`src/design/sfpa_pkg.sv`:
```
// Shared constants, codes, state type and divider result struct for the projector.
package sfpa_pkg;
  localparam int ANGLES   = 16;
  localparam int DET_COLS = 64;
  localparam int T_CELLS  = 16;
  localparam int SLICES   = 64;
  localparam int RESP_LEN = 16;

  localparam int ANG_W    = $clog2(ANGLES);
  localparam int COL_W    = $clog2(DET_COLS);
  localparam int T_W      = $clog2(T_CELLS);
  localparam int SLC_W    = $clog2(SLICES);
  localparam int K_W      = $clog2(RESP_LEN);
  localparam int ACC_AW   = ANG_W + COL_W + T_W;
  localparam int RESP_AW  = SLC_W + K_W;
  localparam int ACC_W    = 48;
  localparam int NUM_R_W  = 7;
  localparam int DIDX_W   = 10;
  localparam int CNT_W    = 5;
  localparam int SPAN_W   = T_W + CNT_W;
  localparam int DSTEP_W  = $clog2(DIDX_W);

  localparam logic [NUM_R_W-1:0] NUM_R_RESET = 7'd64;

  localparam logic [2:0] REQ_GAIN    = 3'd0;
  localparam logic [2:0] REQ_RESP    = 3'd1;
  localparam logic [2:0] REQ_SPAN    = 3'd2;
  localparam logic [2:0] REQ_PROJECT = 3'd3;
  localparam logic [2:0] REQ_READ    = 3'd4;

  localparam logic [1:0] ST_OK   = 2'd0;
  localparam logic [1:0] ST_SKIP = 2'd1;
  localparam logic [1:0] ST_SAT  = 2'd2;

  typedef enum logic [3:0] {
    S_CLEAR, S_IDLE, S_DISP, S_DIV, S_GW, S_GWCAP,
    S_KADDR, S_KMUL1, S_KMUL2, S_KACC, S_RDWAIT, S_FIN
  } state_t;

  typedef struct packed {
    logic               done;
    logic [DIDX_W-1:0]  quot;
    logic [NUM_R_W-1:0] rem;
  } div_res_t;
endpackage

```
`src/design/sfpa_mul.sv`:
```
// Shared registered multiplier for gain, response and voxel products.
module sfpa_mul (
  input  logic        clk,
  input  logic [47:0] a,
  input  logic [15:0] b,
  output logic [63:0] p
);
  import sfpa_pkg::*;

  always_ff @(posedge clk) begin
    p <= {16'd0, a} * {48'd0, b};
  end
endmodule

```
`config.mk`:
```
export PLATFORM = sky130hd
export DESIGN_NAME = sfpa_mul
export DESIGN_NICKNAME = d
export VERILOG_FILES = /design/src/design/sfpa_pkg.sv /design/src/design/sfpa_mul.sv
export SDC_FILE = /design/constraint.sdc
export NUM_CORES = 2
export LEC_CHECK = 0
export BUFFER_PORTS_ARGS = -buffer_cell sky130_fd_sc_hd__buf_2
export CORE_MARGIN = 2
export CORE_UTILIZATION = 40
export DETAILED_ROUTE_END_ITERATION = 7
export HOLD_SLACK_MARGIN = 0.08
export PLACE_DENSITY_LB_ADDON = 0.1
export SLEW_MARGIN = 20
export SYNTH_ARGS = -nofsm -noshare
export SYNTH_HDL_FRONTEND = slang
export SYNTH_SLANG_ARGS = --single-unit
```
`constraint.sdc`:
```
create_clock -name clk -period 7.03 [get_ports clk]
set_input_delay 0.703 -clock clk [delete_from_list [all_inputs] [get_ports clk]]
set_output_delay 0.703 -clock clk [all_outputs]
set_load 0.03 [all_outputs]
```
==> metrics.yaml <==
final_layout:
  reg_top3: "p x64"
  fillers: 6134
  area_growth_pct: 15.1
  regMostFlops: "p"
  nNetsFinal: 3919
  largest_reg_flops: 64
  fin_area_um2: 29000
  drive_above_1_share_pct: 14.4
place:
  hpwl_um: 65200
  placed_area_um2: 28500
  gp_congestion: 0.863
  port-buffer-count: 128
  place_ws_ns: -0.345
routing:
  drc: 0
  vias: 19500
  routed_wl_um: 77200
  drt-initial-drc-count: 934
  postRouteAntennaNets: 0
  drtPass1Iterations: 5
  viasPerCell: 4.97
  wire_per_inst_um: 19.7
cts:
  cts_max_level: 3
  cts_made_buffers: 9
  clk_pin_slew_ns: 0.06
  root_buffer: "clkbuf_16"
  clockBufferDepth: 2
  clock-sinks: 64
  cts_tree: "done"
floorplan:
  rows: 91
  fp.dieArea_um2: 64900
  chipHeight_um: 255
  coreArea_um2: 61900
  die_x_um: 255
  num_io_pins: 129
  start_util_pct: 40.6
sta:
  finalMaxSlewViolations: 0
  finalSetupTns_ns: 0
  finalSetupViolCount: 0
  slew_headroom_pct: 53.7
  worst_pin_slew_ns: 0.695
  setup_slack_ns: 0.142
  fin_crit_ns: 6.89
  finalHoldViolations: 0
  min_period_over_period_pct: 98.0
  holdWs_ns: 0.816
  rsz0062_at_grt: "true"
  clock.fmax_mhz: 145
global_routing:
  grt_remaining_overflow: 0
  grt_max_degree: 36
  antenna_found_initial: 5
  grt_pass1_vias: 22000
  grt_pass1_wl_um: 122000
  grtUsageTotal_pct: 25.0
hold_path:
  holdPathEnd: "p[0]$_DFF_P_"
  hp-class: "in2reg"
  worstHoldStart: "a[0]"
  holdPathStages: 2
synthesis:
  synth_most_common_cell: "inv_1"
  yosysTopAreaCell: "fa_1"
  avgSynthCellArea_um2: 8.87
  synth_common_cells: "659 x inv_1, 642 x fa_1, 546 x nand2_1"
  ys.flop_type: "dfxtp_1"
  synthTopCellsByArea: "fa_1 51%, inv_1 9.8%, nand2_1 8.1%"
  netlist_instances: 2837
  yosys_warnings: 0
  synth_top_area_share_pct: 51.1
  synth-edff-count: 0
  async_reset_ff_share_pct: 0
  synth_nets: 3680
  syn_area_um2: 25200
  ys_types: 59
  synth_seq_area_share_pct: 5.09
  ys_seq_elements: 64
flow_run:
  cap_violations: 0
setup_path:
  path_class: "in2reg"
  startpoint: "b[10]"
  path_max_fanout: 35
  crit_arrival_ns: 7.18
  cp-end-kind: "flip-flop"
  cp.required_ns: 7.32
  start_kind: "primary input"
run_status:
  status: "complete, no violations"
-- layout by cell type (no fill, tap or decap), types with 3 or more instances in the layout --
master	instances
buf_2	117
o21ai_2	7
a21oi_2	8
ha_1	132
buf_12	28
o21ai_0	32
nor2_1	30
nor2b_1	5
a31oi_1	8
o21bai_1	11
clkbuf_16	9
nand2b_1	4
nor3_1	12
o211ai_1	3
fa_2	4
and3_1	7
a21o_1	45
xnor2_1	33
xor2_1	27
nand2_1	546
nand4_1	22
clkbuf_4	8
buf_4	229
nand3_1	11
a211oi_1	3
and2_1	269
fa_1	638
a21oi_1	58
dfxtp_1	64
o21a_1	3
inv_1	659
-- cell type report --
| cell class | count | area, um2 | area share [%] |
|---|---|---|---|
| clock buffers | 10 | 239 | 0.825 |
| well taps | 837 | 1050 | 3.62 |
| flip-flops and latches | 64 | 1280 | 4.42 |
| clock inverters | 4 | 70.1 | 0.242 |
| multi-input cells | 1960 | 20900 | 72.2 |
| inverters | 659 | 2470 | 8.54 |
| repair buffers | 382 | 2930 | 10.1 |
| diodes | 2 | 5.00 | 0.0173 |
-- worst max-delay path by stage --
| stage | end | slack [ns] | depth (start not counted) |
|---|---|---|---|
| floorplan | p[61]$_DFF_P_ | 0.18 | 24 |
| global placement | p[62]$_DFF_P_ | -0.28 | 24 |
| detailed placement | p[62]$_DFF_P_ | -0.35 | 25 |
| CTS | p[62]$_DFF_P_ | 0.03 | 25 |
| global route | p[61]$_DFF_P_ | -0.05 | 26 |
| finish | p[58]$_DFF_P_ | 0.14 | 25 |
-- cells by family (layout without fill, tap and decap cells) --
| logic type | after synthesis | after routing | share of synthesized area [%] |
|---|---|---|---|
| other | 0 | 2 | 0 |
| AOI/OAI and AO/OA | 208 | 208 | 5.82 |
| xor gates and xnor gates | 60 | 60 | 2.09 |
| and+or+nand+nor | 914 | 914 | 17.0 |
| DFF | 64 | 64 | 5.09 |
| adders and majority gates | 778 | 778 | 57.8 |
| buffers and inverters | 813 | 1055 | 12.2 |
-- worst max-delay path: stages --
cell and delay [ns]:
buf_2 0.17, buf_4 0.17, buf_12 0.17, and2_1 0.20, fa_1 0.53, inv_1 0.05, fa_1 0.54, inv_1 0.05
fa_1 0.50, fa_1 0.44, fa_1 0.51, fa_1 0.45, ha_4 0.31, a21o_1 0.15, o211ai_2 0.10, a21oi_2 0.18
a2bb2oi_2 0.17, o21ai_2 0.12, o41a_1 0.47, buf_4 0.18, o41ai_4 0.25, buf_4 0.22, a31oi_2 0.14, o21bai_1 0.20
xor2_1 0.17
-- layer usage --
metal | wire length (um) | global-route usage, % | vias to the layer above
met5 | 41 | 0 | -
met4 | 3020 | 8.94 | 6
met3 | 3110 | 3.35 | 136
met2 | 41300 | 46.5 | 471
met1 | 29700 | 29.4 | 10200
li1 | - | - | 8682
-- metrics by stage --
step,instances,utilization (%)
floorplan,2837,-
global placement,3901,46.0
detailed placement,3901,46.0
CTS,3915,46.5
global route,3916,46.8
finish,3918,46.8
-- what timing repair did --
action                                  4_1_cts  5_1_grt
hold buffers                                  0        0
gates resized for setup                       0       35
endpoints found under the setup margin        0       17
buffers inserted                              0        1
Power is not shown: default switching activity piles up to over one toggle a cycle in this logic, so the estimate is an artifact.
