--- config.mk ---
export PLATFORM = sky130hd
export DESIGN_NAME = sfpa_div
export DESIGN_NICKNAME = d
export VERILOG_FILES = /design/src/design/sfpa_pkg.sv /design/src/design/sfpa_div.sv
export SDC_FILE = /design/constraint.sdc
export NUM_CORES = 1
export LEC_CHECK = 0
export CAP_MARGIN = 20
export CORE_MARGIN = 1
export CORE_UTILIZATION = 55
export CTS_CLUSTER_DIAMETER = 80
export DETAILED_ROUTE_END_ITERATION = 7
export DONT_BUFFER_PORTS = 1
export HOLD_SLACK_MARGIN = 0.03
export PLACE_DENSITY_LB_ADDON = 0.08
export SYNTH_ARGS = -nofsm -noshare
export SYNTH_HDL_FRONTEND = slang
export SYNTH_SLANG_ARGS = --single-unit
--- constraint.sdc ---
create_clock -name clk -period 2.1 [get_ports clk]
set_clock_uncertainty 0.15 [all_clocks]
set_input_delay 0.315 -clock clk [delete_from_list [all_inputs] [get_ports clk]]
set_output_delay 0.315 -clock clk [all_outputs]
set_load 0.03 [all_outputs]
--- src/design/sfpa_pkg.sv ---
// Shared constants, codes, state type and divider result struct for the projector.
package sfpa_pkg;
  localparam int ANGLES   = 16;
  localparam int DET_COLS = 64;
  localparam int T_CELLS  = 16;
  localparam int SLICES   = 64;
  localparam int RESP_LEN = 16;

  localparam int ANG_W    = $clog2(ANGLES);
  localparam int COL_W    = $clog2(DET_COLS);
  localparam int T_W      = $clog2(T_CELLS);
  localparam int SLC_W    = $clog2(SLICES);
  localparam int K_W      = $clog2(RESP_LEN);
  localparam int ACC_AW   = ANG_W + COL_W + T_W;
  localparam int RESP_AW  = SLC_W + K_W;
  localparam int ACC_W    = 48;
  localparam int NUM_R_W  = 7;
  localparam int DIDX_W   = 10;
  localparam int CNT_W    = 5;
  localparam int SPAN_W   = T_W + CNT_W;
  localparam int DSTEP_W  = $clog2(DIDX_W);

  localparam logic [NUM_R_W-1:0] NUM_R_RESET = 7'd64;

  localparam logic [2:0] REQ_GAIN    = 3'd0;
  localparam logic [2:0] REQ_RESP    = 3'd1;
  localparam logic [2:0] REQ_SPAN    = 3'd2;
  localparam logic [2:0] REQ_PROJECT = 3'd3;
  localparam logic [2:0] REQ_READ    = 3'd4;

  localparam logic [1:0] ST_OK   = 2'd0;
  localparam logic [1:0] ST_SKIP = 2'd1;
  localparam logic [1:0] ST_SAT  = 2'd2;

  typedef enum logic [3:0] {
    S_CLEAR, S_IDLE, S_DISP, S_DIV, S_GW, S_GWCAP,
    S_KADDR, S_KMUL1, S_KMUL2, S_KACC, S_RDWAIT, S_FIN
  } state_t;

  typedef struct packed {
    logic               done;
    logic [DIDX_W-1:0]  quot;
    logic [NUM_R_W-1:0] rem;
  } div_res_t;
endpackage

--- src/design/sfpa_div.sv ---
// Restoring divider, one quotient bit per cycle, splits the flat detector index.
module sfpa_div (
  input  logic                         clk,
  input  logic                         rst,
  input  logic                         start,
  input  logic [sfpa_pkg::DIDX_W-1:0]  dividend,
  input  logic [sfpa_pkg::NUM_R_W-1:0] divisor,
  output sfpa_pkg::div_res_t           res
);
  import sfpa_pkg::*;

  logic               busy;
  logic               done;
  logic [DSTEP_W-1:0] step;
  logic [DIDX_W-1:0]  dq;
  logic [NUM_R_W-1:0] rem;
  logic [NUM_R_W-1:0] dsr;
  logic [NUM_R_W:0]   sh;
  logic [NUM_R_W:0]   diff;
  logic               fit;

  assign sh   = {rem, dq[DIDX_W-1]};
  assign diff = sh - {1'b0, dsr};
  assign fit  = sh >= {1'b0, dsr};

  always_ff @(posedge clk) begin
    if (rst) begin
      busy <= 1'b0;
      done <= 1'b0;
      step <= '0;
    end else begin
      done <= 1'b0;
      if (start) begin
        busy <= 1'b1;
        step <= '0;
        dq   <= dividend;
        rem  <= '0;
        dsr  <= divisor;
      end else if (busy) begin
        rem  <= fit ? diff[NUM_R_W-1:0] : sh[NUM_R_W-1:0];
        dq   <= {dq[DIDX_W-2:0], fit};
        step <= step + 1'b1;
        if (step == DSTEP_W'(DIDX_W - 1)) begin
          busy <= 1'b0;
          done <= 1'b1;
        end
      end
    end
  end

  assign res.done = done;
  assign res.quot = dq;
  assign res.rem  = rem;
endmodule

==> impl_metrics.toml <==
[status]
status = "finished with violations"
violations = "negative setup slack"

[global_routing]
overflow = 0
grt_max_degree = 24
grt_pass1_wl_um = 5678
grt_busiest_layer = "met2"
grt_pass1_vias = 1193
grtUsageTotal_pct = 23.99
met1_usage_pct = 30.90
gr-usage-met3_pct = 7.674
antenna_found_initial = 0
gr-usage-met2_pct = 37.93

[floorplan]
io_pins = 38
fp.dieW_um = 56.11
die_area_um2 = 3148
core-area_um2 = 2758
initial_utilization_pct = 58.39
die_y_um = 56.11
rows = 19

[synthesis]
synthesis.nets = 167
yosys.area.top_type = "edfxtp_1"
synth_top_area_share_pct = 44.76
synthAdderAreaFrac_pct = 8.236
synthTopCellsByArea = "edfxtp_1, dfxtp_1, ha_1, mux2_2, inv_1"
synth_compound_area_share_pct = 12.59
ys_types = 39
async_reset_ff_share_pct = 0
ys_ff_latch = 30
avgSynthCellArea_um2 = 11.75
synth_ff_type = "edfxtp_1"
synthXorXnorAreaFrac_pct = 2.720
synthCells = 137
synth_top_family_by_area = "compound AO/OA/AOI/OAI gates"
syn_area_um2 = 1610
yosysSeqAreaShare_pct = 52.21
synth-simple-area-share_pct = 11.11
yosys-top-cells-count = "edfxtp_1, inv_1, mux2_2"
yosysMostFrequentCell = "edfxtp_1"
yosys-mux-area-fraction_pct = 8.236
synth_edf_count = 24
yosysWarnings = 0

[drt]
drt-vias-per-instance = 5.941
vias = 1200
drcViolationCount = 0
postRouteAntennaNets = 0
wl_um = 3509
wl_per_cell_um = 17.37
drt_iter0_markers = 57
dr.pass1.iters = 5

[cells_and_area]
utilization_pct = 73.78
drive_above_1_share_pct = 31.58
antenna_cells = 0
nNetsFinal = 200
finalNonFillerCells = 202
final_area_um2 = 2034
fillers = 200
syn_to_final_growth_pct = 26.34

[sta]
slew_headroom_pct = 55.01
finalSetupViolCount = 3
fin_crit_sh_pct = 102.4
rsz0062_at_grt = "yes"
worstMarginPinSlew_ns = 0.6724
hold_viol_final = 0
fin_hold_ws_ns = 0.006031
final.min_clock_period_ns = 2.150
fin_tns_setup_ns = -0.1438
fmax_ghz = 0.4651
setup_slack_ns = -0.04998
drv_slew = 0

[clock_tree]
numCtsBuffers = 5
cts_sinks = 30
h-tree-depth = 2
path_clk_slew_ns = 0.09
clock_tree.root_cell = "clkbuf_4"
clk_latency_ns = 0.33
cts_tree = "built"
cts_max_path_buffers = 2

[worst_setup_path]
critPathMaxStageDelay_ns = 0.43
worstPathCellList = "ha_1 > o21a_1 > o21ai_2 > a31o_4 > nand2_2 > mux2_2"
crit_fanout = 7
worstSetupEndpointType = "flop"
startpoint_type = "flop"
criticalPathCategory = "flop to flop"
cp.arrival_ns = 2.08
critPathSlowestCell = "edfxtp_1"
crit_required_ns = 2.03

[placed_design]
gp_congestion = 0.8388
placed_cell_area_um2 = 1757
placed_cells = 178
place_hpwl_um = 2291
io_buffer_count = 0

[pwr]
p_leak_nw = 0.7984
ir_drop_uv = 701.3
powerDensity_nw_per_um2 = 762.2

[flow_run]
cap_viol_max_count = 0

[worst_hold_path]
hold_class = "input port to flop"
cell usage in the layout (no fill, tap or decap), types with 3 or more instances in the layout:
master         instances
edfxtp_1              24
buf_4                 17
dlygate4sd3_1         14
inv_1                 11
mux2_2                10
nor2_1                 8
nor3_1                 7
ha_1                   7
dfxtp_1                6
nand3_1                5
clkbuf_4               5
a21oi_1                4
a21oi_2                3
o21ai_2                3
repair_timing:
item,in CTS,in global routing
hold buffers,12,2
pin swaps,3,13
gates cloned,0,0
setup buffers,0,2
hold endpoints to repair,20,9
resized for setup,7,11
endpoints found under the setup margin,5,8
path summary, 6_finish.rpt:
| path | slack, ns | from | to | cells past startpoint |
|---|---|---|---|---|
| max | -0.05 | rem[3]$_SDFFCE_PP0P_ | dq[0]$_DFFE_PP_ | 6 |
| min | 0.006 | start | rem[2]$_SDFFCE_PP0P_ | 1 |
| max reg2reg | -0.05 | rem[3]$_SDFFCE_PP0P_ | dq[0]$_DFFE_PP_ | 6 |
| min reg2reg | 0.43 | busy$_SDFF_PP0_ | done$_SDFF_PP0_ | 1 |
registers in the layout, summed over array words and instances (netlist names):
signal  count
dq         10
dsr         7
rem         7
step        4
busy        1
done        1
layout make-up:
cell class | instances | area (um^2) | share of cell area, %
Clock buffer | 7 | 55.05 | 2.706
Sequential cell | 30 | 840.8 | 41.33
Tap cell | 31 | 38.79 | 1.907
Multi-Input combinational cell | 89 | 778.2 | 38.25
Timing Repair Buffer | 31 | 267.8 | 13.16
Inverter | 13 | 48.80 | 2.399
Clock inverter | 1 | 5.005 | 0.2460
power breakdown:
part	internal, mW	switching (mW)	leakage (nW)	total [mW]
Clock	0.162	0.201	0.0353	0.364
Sequential	0.694	0.0539	0.278	0.748
Combinational	0.209	0.230	0.485	0.439
stage by stage:
step / power [mW] / setup slack [ns]
floorplan: 1.024 / -0.2010
global placement: 1.110 / -0.02622
detailed placement: 1.118 / -0.1561
CTS: 1.506 / -0.03831
global route: 1.621 / -0.1696
finish: 1.551 / -0.04998
worst max-delay path, delay by kind of cell (launching register included):
family          cells  cell delay [ns]
compound gates      3             0.59
fa+ha+maj           1             0.37
flops               1             0.43
mux                 1             0.28
simple gates        1             0.08
metal layers:
layer / vias to the layer above / share of wire (%)
li1: 575 / -
met1: 575 / 40
met2: 42 / 50
met3: 8 / 7.6
met4: 0 / 1.7
met5: - / 0
cells by family (layout without fill, tap and decap cells):
logic type,count (synthesis),in the layout
buf+inv,18,52
simple gates,35,35
xor+xnor,5,5
fa+ha+maj,10,10
mux,12,12
flops,30,30
compound gates,27,27
No activity file was read; power rests on OpenSTA's default activity.
