`src/design/sfpa_ram.sv`:
```
// Generic single-write, single-read RAM with registered read data.
module sfpa_ram #(
  parameter int AW = 4,
  parameter int DW = 8
) (
  input  logic          clk,
  input  logic          we,
  input  logic [AW-1:0] waddr,
  input  logic [DW-1:0] wdata,
  input  logic [AW-1:0] raddr,
  output logic [DW-1:0] rdata
);
  logic [DW-1:0] mem [2**AW];

  always_ff @(posedge clk) begin
    if (we) begin
      mem[waddr] <= wdata;
    end
    rdata <= mem[raddr];
  end
endmodule

```
`config.mk`:
```
export PLATFORM = sky130hd
export DESIGN_NAME = sfpa_ram
export DESIGN_NICKNAME = d
export VERILOG_FILES = /design/src/design/sfpa_ram.sv
export SDC_FILE = /design/constraint.sdc
export NUM_CORES = 1
export LEC_CHECK = 0
export CAP_MARGIN = 10
export CORE_UTILIZATION = 49
export CTS_BUF_LIST = sky130_fd_sc_hd__clkbuf_4 sky130_fd_sc_hd__clkbuf_8
export DETAILED_ROUTE_END_ITERATION = 16
export DONT_BUFFER_PORTS = 1
export GPL_TIMING_DRIVEN = 0
export PLACE_DENSITY = 0.76
export SETUP_SLACK_MARGIN = 0.4
export SLEW_MARGIN = 10
export SYNTH_ARGS = -nofsm -noshare
export SYNTH_HDL_FRONTEND = slang
export SYNTH_SLANG_ARGS = --single-unit
```
`constraint.sdc`:
```
create_clock -name clk -period 1.6 [get_ports clk]
set_clock_uncertainty 0.2 [all_clocks]
set_input_delay 0 -clock clk [delete_from_list [all_inputs] [get_ports clk]]
set_output_delay 0 -clock clk [all_outputs]
set_load 0.01 [all_outputs]
```
==> report_table.html <==
<table>
<tr><th>Metric</th><th>Value</th></tr>
<tr><th colspan="2">Pwr</th></tr>
<tr><td>Switching power summed over all nets</td><td>1.49 mW</td></tr>
<tr><td>Pleak</td><td>1.86 nW</td></tr>
<tr><td>Overall power of the completed layout</td><td>7.49 mW</td></tr>
<tr><td>Power per standard cell area</td><td>1270 nW/um2</td></tr>
<tr><td>Clock share of power</td><td>0.415</td></tr>
<tr><td>Share of total power in sequential cells</td><td>0.536</td></tr>
<tr><td>Gate power share</td><td>0.049</td></tr>
<tr><td>Internal Pwr Total</td><td>6.00 mW</td></tr>
<tr><td>Switching part of the total</td><td>0.199</td></tr>
<tr><td>Highest ir drop seen on vdd</td><td>0.508 mV</td></tr>
<tr><th colspan="2">STA</th></tr>
<tr><td>Max-slew headroom at the worst pin</td><td>0.471</td></tr>
<tr><td>Transition time at the pin with the least slew margin</td><td>0.791 ns</td></tr>
<tr><td>Part of the cycle the worst path needs</td><td>0.951</td></tr>
<tr><td>Maximum clock frequency</td><td>657 MHz</td></tr>
<tr><td>Unrepaired setup endpoints after global routing</td><td>true</td></tr>
<tr><td>Hold Worst Slack</td><td>-0.389 ns</td></tr>
<tr><td>Final count of pins violating max slew</td><td>0</td></tr>
<tr><td>Number of hold violations in the final report</td><td>88</td></tr>
<tr><td>Count of endpoints failing setup in the final report</td><td>0</td></tr>
<tr><td>Shortest period the worst path allows</td><td>1.52 ns</td></tr>
<tr><th colspan="2">Final layout</th></tr>
<tr><td>Fill cell count</td><td>732</td></tr>
<tr><td>Final Cell Area</td><td>5920 um2</td></tr>
<tr><td>Multi-input gate area in the final layout</td><td>1120 um2</td></tr>
<tr><td>Area taken by flip-flops and latches</td><td>4000 um2</td></tr>
<tr><td>Count of antenna diodes in the layout</td><td>0</td></tr>
<tr><td>Core occupancy in the finished layout</td><td>0.578</td></tr>
<tr><td>Ratio of cells with drive above 1 in the final layout</td><td>0.341</td></tr>
<tr><td>Post-synthesis to final-layout area growth</td><td>14.9%</td></tr>
<tr><td>Final cell count without fillers</td><td>406</td></tr>
<tr><td>Post-layout net count</td><td>275</td></tr>
<tr><th colspan="2">Synth</th></tr>
<tr><td>Number of different library cells in the post-synthesis netlist</td><td>19</td></tr>
<tr><td>Number of instances in the synthesized netlist</td><td>229</td></tr>
<tr><td>Synth area leaders</td><td>edfxtp_1 (75%), mux4_2 (7.9%), mux4_1 (7.1%), dfxtp_1 (3.1%), a22oi_1 (2.3%)</td></tr>
<tr><td>Number of nets in the synthesized netlist</td><td>247</td></tr>
<tr><td>Cell with the most instances after synthesis</td><td>edfxtp_1</td></tr>
<tr><td>Post-Syn Area per Cell</td><td>22.5 um2</td></tr>
<tr><td>Proportion of synthesized chip area in sequential cells</td><td>0.778</td></tr>
<tr><td>Predominant post-synthesis flop cell</td><td>edfxtp_1</td></tr>
<tr><td>Post-synth top area share</td><td>0.747</td></tr>
<tr><td>Number of synthesized flops with an enable pin</td><td>128</td></tr>
<tr><td>Mapped Area</td><td>5150 um2</td></tr>
<tr><td>Number of synthesized register bits</td><td>136</td></tr>
<tr><td>Asr flop ratio synth</td><td>0</td></tr>
<tr><td>Yosys warnings</td><td>0</td></tr>
<tr><td>Yosys top cell by area</td><td>edfxtp_1</td></tr>
<tr><td>Most instantiated cells after synthesis</td><td>edfxtp_1 (128), mux4_2 (18), a22oi_1 (16)</td></tr>
<tr><th colspan="2">Clock network</th></tr>
<tr><td>Maximum buffer depth of the clock tree</td><td>2</td></tr>
<tr><td>Clock slew at reported path FFs</td><td>0.07 ns</td></tr>
<tr><td>Number of buffers added for setup after CTS</td><td>0</td></tr>
<tr><td>Clk Tree Root Cell</td><td>clkbuf_8</td></tr>
<tr><td>Clock buffers created by TritonCTS</td><td>17</td></tr>
<tr><td>Total number of clock tree sinks</td><td>136</td></tr>
<tr><td>Post-CTS Hold Buffers</td><td>9</td></tr>
<tr><td>H-tree depth reported by CTS</td><td>4</td></tr>
<tr><td>Worst-skew pair later-pin latency</td><td>0.42 ns</td></tr>
<tr><td>CTS tree</td><td>yes</td></tr>
<tr><th colspan="2">Global route</th></tr>
<tr><td>Met2 Track Usage GR</td><td>0.290</td></tr>
<tr><td>Overall track demand over capacity in global routing</td><td>0.193</td></tr>
<tr><td>Pin count of the biggest net entering global routing</td><td>17</td></tr>
<tr><td>Met1 usage in global routing</td><td>0.265</td></tr>
<tr><td>Global-route wire length before repair</td><td>14400 um</td></tr>
<tr><td>Layer with the highest usage</td><td>met2</td></tr>
<tr><td>Met3 GRT Util</td><td>0.0595</td></tr>
<tr><td>GRT overflow</td><td>0</td></tr>
<tr><td>Antenna violations before repair</td><td>0</td></tr>
<tr><td>Vias in the first global route</td><td>2435</td></tr>
<tr><th colspan="2">Floorplan</th></tr>
<tr><td>Horizontal die dimension</td><td>104 um</td></tr>
<tr><td>Count of pins on the block boundary</td><td>26</td></tr>
<tr><td>Starting density of the core</td><td>0.503</td></tr>
<tr><td>Site row count</td><td>37</td></tr>
<tr><td>Die Outline Area</td><td>10900 um2</td></tr>
<tr><td>Die outline height</td><td>104 um</td></tr>
<tr><td>Area of the core region</td><td>10200 um2</td></tr>
<tr><th colspan="2">Run status</th></tr>
<tr><td>Violations in the final reports</td><td>negative hold slack</td></tr>
<tr><td>Result of the run</td><td>complete, but fails checks</td></tr>
<tr><th colspan="2">Placed design</th></tr>
<tr><td>HPWL reported at the end of detailed placement</td><td>5960 um</td></tr>
<tr><td>Total cell area at the placement stage</td><td>5320 um2</td></tr>
<tr><td>Port Buf Inserts</td><td>0</td></tr>
<tr><td>Post-placement cell count</td><td>365</td></tr>
<tr><td>Placer's final routability congestion estimate</td><td>0.732</td></tr>
<tr><th colspan="2">Worst setup path</th></tr>
<tr><td>Setup crit end kind</td><td>register</td></tr>
<tr><td>Worst Setup Start Kind</td><td>register</td></tr>
<tr><td>Crit path required time</td><td>1.69 ns</td></tr>
<tr><td>R2R cell count</td><td>3</td></tr>
<tr><td>Worst setup path class</td><td>reg2reg</td></tr>
<tr><td>Data arrival time at the worst-slack endpoint</td><td>1.62 ns</td></tr>
<tr><td>Maximum fanout count along the critical path</td><td>1</td></tr>
<tr><th colspan="2">Drt</th></tr>
<tr><td>Remaining routing DRC violations</td><td>0</td></tr>
<tr><td>DRC violation total after the first TritonRoute iteration</td><td>200</td></tr>
<tr><td>Post-route ant nets</td><td>0</td></tr>
<tr><td>Avg WL per Cell</td><td>23.7 um</td></tr>
<tr><td>Total length of routed wires</td><td>9640 um</td></tr>
<tr><td>First-pass DRT Iterations</td><td>4</td></tr>
<tr><td>Vias per inst</td><td>5.80</td></tr>
<tr><td>Total number of vias</td><td>2354</td></tr>
<tr><th colspan="2">Worst hold path</th></tr>
<tr><td>Classification of the worst-slack hold path</td><td>in2reg</td></tr>
<tr><td>Depth of the worst hold-timing path</td><td>1</td></tr>
<tr><th colspan="2">Job</th></tr>
<tr><td>Max-cap violations</td><td>0</td></tr>
</table>
[routing by layer]
| metal | vias to the layer above | part of all wire | routed length, um |
|---|---|---|---|
| li1 | 1015 | - | - |
| met1 | 1228 | 0.40 | 3810 |
| met2 | 107 | 0.50 | 4830 |
| met3 | 4 | 0.093 | 896 |
| met4 | 0 | 0.0095 | 92 |
| met5 | - | 0 | 0 |
[cells in the final DEF, fill, tap and decap left out, types with 4 or more instances in the layout]
master	instances
a22oi_1	8
mux4_2	32
a22oi_2	8
bufinv_16	5
nor2_4	6
dfxtp_1	8
clkinv_2	4
clkbuf_8	17
nand2_1	9
dlygate4sd3_1	9
edfxtp_1	128
nor2_1	7
[cell families after synthesis]
group	Yosys count	synth area share
buffers and inverters	10	0.0168
AND/OR/NAND/NOR	35	0.0318
AO/OA/AOI/OAI	16	0.0233
flip-flops	136	0.778
multiplexers	32	0.150
[worst max-delay path: stages, from the launching register on]
cell	delay, ns
edfxtp_1	0.37
mux4_2	0.48
a22oi_2	0.24
nand2_1	0.11
[power by group through the flow]
stage               clock (mW)  sequential, mW  combinational [mW]
floorplan                    0            4.09               0.217
global placement             0            4.09               0.280
detailed placement           0            4.10               0.285
CTS                       3.16            4.02               0.366
global route              3.29            4.02               0.392
finish                    3.11            4.02               0.367
[flip-flops by register name, indices dropped and copies added, names as in the netlist]
| name | count |
|---|---|
| mem | 128 |
| rdata | 8 |
[worst paths after layout]
path / from / slack [ns] / endpoint
min: waddr[1] / -0.39 / mem[0][4]
max: mem[3][7] / 0.08 / rdata[7]
max reg2reg: mem[3][7] / 0.08 / rdata[7]
min reg2reg: mem[8][0] / 0.50 / rdata[0]
[area by class of cell]
type	instances	area share
timing repair buffer	9	0.0152
sequential	136	0.677
clock inverter	14	0.0349
tap	136	0.0288
multi-input combinational	83	0.189
clock buffer	18	0.0408
buffer	10	0.0146
[metrics by stage]
stage          setup slack [ns]  setup TNS (ns)
2_1_floorplan             0.267               0
3_3_place_gp           -0.00311        -0.00311
3_5_place_dp            -0.0241         -0.0277
4_1_cts                   0.100               0
5_1_grt                  0.0517               0
6_report                 0.0780               0
[what timing repair did]
| action | 4_1_cts | 5_1_grt |
|---|---|---|
| endpoints found under the setup margin | 8 | 32 |
| endpoints found under the hold margin | 250 | 88 |
| pin swaps | 0 | 2 |
| gates resized for setup | 8 | 6 |
Note: power is estimated with default switching activity, not from simulation.
